==> src/rtl/rlpp_pkg.sv <==
package rlpp_pkg;

  localparam int FracBits   = 16;
  localparam int MaxPoses   = 1024;
  localparam int TailOffset = 10;
  localparam int CntW       = 11;
  localparam int TailW      = 4;

  localparam logic [2:0] CfgLookahead = 3'd0;
  localparam logic [2:0] CfgSpeedMax  = 3'd1;
  localparam logic [2:0] CfgTurnAcc   = 3'd2;
  localparam logic [2:0] CfgLinAcc    = 3'd3;
  localparam logic [2:0] CfgLinDec    = 3'd4;
  localparam logic [2:0] CfgStepTime  = 3'd5;
  localparam logic [2:0] CfgSpeedFlr  = 3'd6;

  typedef struct packed {
    logic signed [31:0] pose_x;
    logic signed [31:0] pose_y;
    logic               final_pose;
  } in_word_t;

  typedef struct packed {
    logic signed [31:0] angular_setpoint;
    logic [30:0]        linear_setpoint;
    logic [9:0]         goal_index;
    logic [30:0]        tail_range;
    logic signed [31:0] cross_track;
  } out_word_t;

  typedef enum logic [4:0] {
    ST_IDLE, ST_SQX, ST_SQY, ST_ROOT, ST_UPD,
    ST_DW, ST_DVA, ST_DVD, ST_LL, ST_SEL,
    ST_NUM1, ST_NUM2, ST_DIV, ST_CHK, ST_FIN, ST_OUT
  } state_t;

  // request to the shared multiply unit
  typedef struct packed {
    logic        start;
    logic [63:0] a;
    logic [63:0] b;
  } mul_req_t;

endpackage

==> src/rtl/rlpp_mul.sv <==
import rlpp_pkg::*;
module rlpp_mul (
  input  logic        clk,
  input  mul_req_t    req,
  output logic [63:0] prod
);
  // unsigned 64x64 low product, one 16x64 partial per cycle
  logic [63:0] a_r, b_r, acc_r;
  logic [63:0] a_nxt, b_nxt, acc_nxt;
  logic [15:0] dig;
  logic [63:0] part;

  always_comb begin
    dig = a_r[15:0];
    part = 64'(b_r * {48'd0, dig});
    a_nxt = a_r >> 16;
    b_nxt = b_r << 16;
    acc_nxt = acc_r + part;
    if (req.start) begin
      a_nxt = req.a;
      b_nxt = req.b;
      acc_nxt = '0;
    end
  end

  always_ff @(posedge clk) begin
    a_r <= a_nxt;
    b_r <= b_nxt;
    acc_r <= acc_nxt;
  end

  assign prod = acc_r;
endmodule

==> config.mk <==
export PLATFORM = sky130hd
export DESIGN_NAME = rlpp_mul
export DESIGN_NICKNAME = d
export VERILOG_FILES = /design/src/rtl/rlpp_pkg.sv /design/src/rtl/rlpp_mul.sv
export SDC_FILE = /design/constraint.sdc
export NUM_CORES = 2
export LEC_CHECK = 0
export BUFFER_PORTS_ARGS = -buffer_cell sky130_fd_sc_hd__buf_2
export CAP_MARGIN = 0
export CORE_ASPECT_RATIO = 1.5
export CORE_MARGIN = 4
export CORE_UTILIZATION = 50
export DETAILED_ROUTE_END_ITERATION = 12
export GPL_TIMING_DRIVEN = 0
export PLACE_DENSITY = 0.7
export SYNTH_ARGS = -nofsm -noshare
export SYNTH_HDL_FRONTEND = slang
export SYNTH_SLANG_ARGS = --single-unit
export TNS_END_PERCENT = 20
==> constraint.sdc <==
create_clock -name clk -period 6.6 [get_ports clk]
set_clock_uncertainty 0.15 [all_clocks]
set_input_delay 0.99 -clock clk [delete_from_list [all_inputs] [get_ports clk]]
set_output_delay 0.99 -clock clk [all_outputs]
set_load 0.05 [all_outputs]
# --- Yosys cells after proc, flatten, opt, wreduce, memory -nomap -nowiden ---
# Cells that the tools add are included.
word_totals:
  register_bits: 192
  in_bits: 130
  out_inout_bits: 64
  word_cells: 9
op_classes:
  add_sub_neg: 1
  n_mul: 1
  muxes: 2
ops:
  columns: ["operator", "n"]
  rows:
  - ["$add A64 B64 Y64", 1]
  - ["$mul A64 B16 Y64", 1]
  - ["$mux W64", 1]
  - ["$mux W48", 1]

# --- Logic depth before layout (Yosys ltp) ---
depth:
  word_depth: 2
  depth_mapped: 26
  mapped_depth_nobuf: 24

# --- Worst setup path before layout ---
# Ideal clock, no wire load.
synth_path:
  path_type: "register to register"
  start: "register a_r[1]"
  end: "register acc_r[62], in the netlist prod[62]"
  setup_time_ns: 0.116
  arrival_ns: 6.291
  t_required_ns: 6.334
  setup_slack_ns: 0.043
  path_stages_with_launch: 27
  n_path_buf: 3
  period_less_slack_ns: 6.557
  cell_sequence: "dfxtp_1 -> clkbuf_1 -> clkbuf_1 -> nand2_1 -> fa_1 -> inv_1 -> fa_1 -> inv_1 -> fa_1 -> inv_1 -> fa_1 -> fa_1 -> inv_1 -> fa_1 -> inv_1 -> ha_1 -> clkbuf_2 -> a211oi_1 -> nor2_1 -> nor4_1 -> o21ai_0 -> o31ai_2 -> a211oi_1 -> o21ai_1 -> a21oi_1 -> or3_1 -> and3_1"
synth_via:
  elab_chain_cells: 2
synth_rtl:
  columns: ["element", "line", "text"]
  rows:
  - ["start: declaration", "rlpp_mul.sv:8", "logic [63:0] a_r, b_r, acc_r;"]
  - ["start signal: assignment", "rlpp_mul.sv:27", "a_r <= a_nxt;"]
  - ["$mul A64 B16 Y64", "rlpp_mul.sv:15", "part = 64'(b_r * {48'd0, dig});"]
  - ["$add A64 B64 Y64", "rlpp_mul.sv:18", "acc_nxt = acc_r + part;"]
  - ["end signal: assignment", "rlpp_mul.sv:29", "acc_r <= acc_nxt;"]
  - ["end: declaration", "rlpp_mul.sv:8", null]
# Every way passes these cells.
# A chain may end at the register's enable or synchronous reset.

# --- Final worst setup path ---
layout_path:
  start: "register a_r[4]"
  end: "register acc_r[48], in the netlist prod[48]"
# Same word-level chain as after synthesis.

==> out/metrics.yaml <==
clock_path_buffers: 2
synth_most_common_cell: "sky130_fd_sc_hd__inv_1"
ff_latch_area_um2: 4020
post_synth.cell_area_avg_um2: 8.86
violations: "max-capacitance violations, max-slew violations, negative setup slack"
clk-insertion-delay-late_ns: 0.52
fillCellCount: 5827
h-tree-depth: 4
critical_path.endpoint_type: "register"
tightest_slew_ns: 1.55
worstReg2RegEnd: "prod[48]"
area_delta_synth_final_pct: 19.0
ys_types: 61
setup.worst_path.class: "reg -> reg"
synth-warning-count: 0
core.rowCount: 117
hold_buffers: 0
setup_repair_after_global_routing_missed_its_margin: "true"
regToRegSetupSlack_ns: -0.36
synth_async_sr_flop_share_pct: 0
finalCriticalPeriod_ns: 6.96
yosys.area.top_type_share_pct: 47.3
max_freq_mhz: 144
drt-vias-per-instance: 5.31
grt_pass1_vias: 29900
worst_hold_path.endpoint: "a_r[20]"
final.period_utilization_pct: 105
buffer_ports.inserted: 192
detail_route.first_pass.iterations: 5
via_count: 27200
sequential_to_total_area_share_from_yosys_stat_pct: 11.2
dominantRegCellSynth: "sky130_fd_sc_hd__dfxtp_1"
gp_routability_congestion: 0.981
ys_top_cells_by_count: "sky130_fd_sc_hd__inv_1 (1044), sky130_fd_sc_hd__fa_1 (814), sky130_fd_sc_hd__nand2_1 (686), sky130_fd_sc_hd__and2_1 (293), sky130_fd_sc_hd__dfxtp_1 (192)"
final-hold-violation-count: 0
synthesis.area_um2: 34400
slew_headroom_pct: -3.47
clk_pin_slew_ns: 0.10
number_of_antenna_violations_at_the_first_check_in_global_routing: 1
outcome: "finished with violations"
worstHoldPathCells: 1
grt_pass1_wl_um: 175000
syn_nets: 4932
place.detailed.hpwl_um: 93200
clk_sinks: 192
grt_use_total_pct: 32.1
global_route.usage.met2_pct: 53.3
post_place_worst_slack_ns: -2.99
drt.antenna.violating_nets: 0
groute.layer.met1.usage_pct: 35.6
core_region_area_um2: 68100
synth-edff-count: 0
reg_to_reg_start: "a_r[4]"
numCtsBuffers: 17
top_usage_layer: "met2"
cp.arrival_ns: 7.23
stdcell_count: 5116
post_detailed_routing_wire_length_um: 116000
die_y_um: 329
area_of_the_die_um2: 73200
num_io_pins: 194
ctsRootBufferMaster: "sky130_fd_sc_hd__clkbuf_16"
drv.max_cap_violation_count: 1
yosys-top-cells-area: "sky130_fd_sc_hd__fa_1 (47%), sky130_fd_sc_hd__inv_1 (11%), sky130_fd_sc_hd__dfxtp_1 (11%)"
fp.dieW_um: 222
place_area_um2: 36500
wl_per_cell_um: 22.6
grtUsageMet3_pct: 8.49
fin_ws_ns: -0.362
hp-start: "a_r[36]"
final-max-slew-violation-count: 11
fin_nets: 5256
effective_utilization_at_floorplan_pct: 50.6
critical_path_peak_fanout: 7
drive_gt1_share_pct: 20.3
drt_drc_violations_left: 0
globalRoute.totalOverflow: 0
grt_max_degree: 20
cp.required_ns: 6.87
placed_cells: 4973
combined_area_of_the_multi_input_logic_cells_um2: 27200
timing.reg2reg.worst_path_depth: 25
tritoncts_clock_tree: "built"
antenna_cells: 0
detailedRoute.firstIterationViolations: 1855
postSynthCellCount: 3888
hold_path_class: "reg -> reg"
final_cell_area_um2: 41000
yosysTopAreaCell: "sky130_fd_sc_hd__fa_1"
setup_viol_count_final: 15
worst_setup_path_start_kind: "register"
ys_seq_elements: 192
## cells by family after synthesis
group / count (synthesis) / synth area share (%)
flops: 192 / 11.2
compound gates: 219 / 3.98
xor+xnor: 80 / 2.03
fa+ha+maj: 914 / 50.9
buf+inv: 1240 / 13.5
simple gates: 1145 / 15.1
mux: 98 / 3.20
## worst max-delay path by stage
stage | startpoint | end | slack, ns | cells after the start
2_1_floorplan | a_r[1] | prod[62] | 0.04 | 26
3_3_place_gp | a_r[1] | prod[62] | -3.18 | 25
3_5_place_dp | a_r[7] | prod[62] | -2.99 | 23
4_1_cts | a_r[1] | prod[61] | -0.22 | 25
5_1_grt | a_r[1] | prod[61] | -0.53 | 28
6_report | a_r[4] | prod[48] | -0.36 | 25
## cell usage in the layout (no fill, tap or decap), types with 20 or more instances in the layout
cell	n
sky130_fd_sc_hd__buf_2	192
sky130_fd_sc_hd__nor2_1	83
sky130_fd_sc_hd__a21o_1	30
sky130_fd_sc_hd__buf_4	120
sky130_fd_sc_hd__clkbuf_1	39
sky130_fd_sc_hd__inv_1	1023
sky130_fd_sc_hd__a21oi_1	54
sky130_fd_sc_hd__mux2_2	96
sky130_fd_sc_hd__nand2_1	656
sky130_fd_sc_hd__ha_1	63
sky130_fd_sc_hd__o21ai_0	23
sky130_fd_sc_hd__dfxtp_1	129
sky130_fd_sc_hd__nand2_2	23
sky130_fd_sc_hd__inv_2	20
sky130_fd_sc_hd__and2_1	288
sky130_fd_sc_hd__ha_4	36
sky130_fd_sc_hd__clkbuf_8	38
sky130_fd_sc_hd__dfxtp_4	39
sky130_fd_sc_hd__fa_2	22
sky130_fd_sc_hd__clkbuf_16	45
sky130_fd_sc_hd__fa_1	792
sky130_fd_sc_hd__dfxtp_2	24
sky130_fd_sc_hd__xnor2_1	53
sky130_fd_sc_hd__clkbuf_4	30
sky130_fd_sc_hd__xor2_1	27
## metrics by stage
| step | setup TNS (ns) | util, % | hold slack (ns) |
|---|---|---|---|
| 3_5_place_dp | -82.32 | 53.7 | 0.292 |
| 4_1_cts | -1.85 | 59.0 | 0.311 |
| 6_report | -2.71 | 60.2 | 0.309 |
| 3_3_place_gp | -84.55 | 53.7 | 0.287 |
| 2_1_floorplan | 0 | - | 0.284 |
| 5_1_grt | -7.16 | 60.2 | 0.322 |
## repair_timing
item / in CTS / in global routing
gates cloned: 4 / 1
buffers inserted: 78 / 57
gates resized for setup: 650 / 143
setup endpoints to repair: 50 / 29
pin swaps: 94 / 118
hold endpoints to repair: 0 / 0
## critical path, stage by stage, from the launching register on
cell	delay, ns
sky130_fd_sc_hd__dfxtp_4	0.42
sky130_fd_sc_hd__buf_4	0.17
sky130_fd_sc_hd__clkbuf_4	0.16
sky130_fd_sc_hd__and2_1	0.16
sky130_fd_sc_hd__fa_1	0.53
sky130_fd_sc_hd__inv_1	0.06
sky130_fd_sc_hd__fa_1	0.46
sky130_fd_sc_hd__fa_1	0.55
sky130_fd_sc_hd__inv_1	0.05
sky130_fd_sc_hd__fa_1	0.50
sky130_fd_sc_hd__fa_1	0.49
sky130_fd_sc_hd__inv_1	0.05
sky130_fd_sc_hd__fa_1	0.47
sky130_fd_sc_hd__inv_1	0.06
sky130_fd_sc_hd__ha_4	0.25
sky130_fd_sc_hd__a21o_1	0.22
sky130_fd_sc_hd__a21oi_4	0.21
sky130_fd_sc_hd__o221ai_2	0.15
sky130_fd_sc_hd__a41oi_2	0.23
sky130_fd_sc_hd__a211oi_4	0.08
sky130_fd_sc_hd__buf_12	0.15
sky130_fd_sc_hd__a31o_4	0.26
sky130_fd_sc_hd__a21o_4	0.24
sky130_fd_sc_hd__o311ai_4	0.31
sky130_fd_sc_hd__a31oi_2	0.17
sky130_fd_sc_hd__mux2_1	0.33
## state kept, by name, indices dropped and copies added, names as in the netlist
name  cells
b_r      64
a_r      64
prod     64
## per-layer routing
layer	wire, um	part of all wire, %
met5	0	0
met4	10600	9.1
met2	55500	48
met3	10300	8.9
met1	39200	34
## area by class of cell
cell class              count  area share [%]
well taps                 892            2.72
repair buffers            332            5.57
flip-flops and latches    192            9.80
clock buffers              19            1.08
clock inverters            12           0.354
plain buffers             169            4.51
multi-input cells        2456            66.4
inverters                1044            9.56
Power is left out: the tool's default activity adds up to more than one toggle a clock period on the data nets, which glitch-free logic cannot reach.
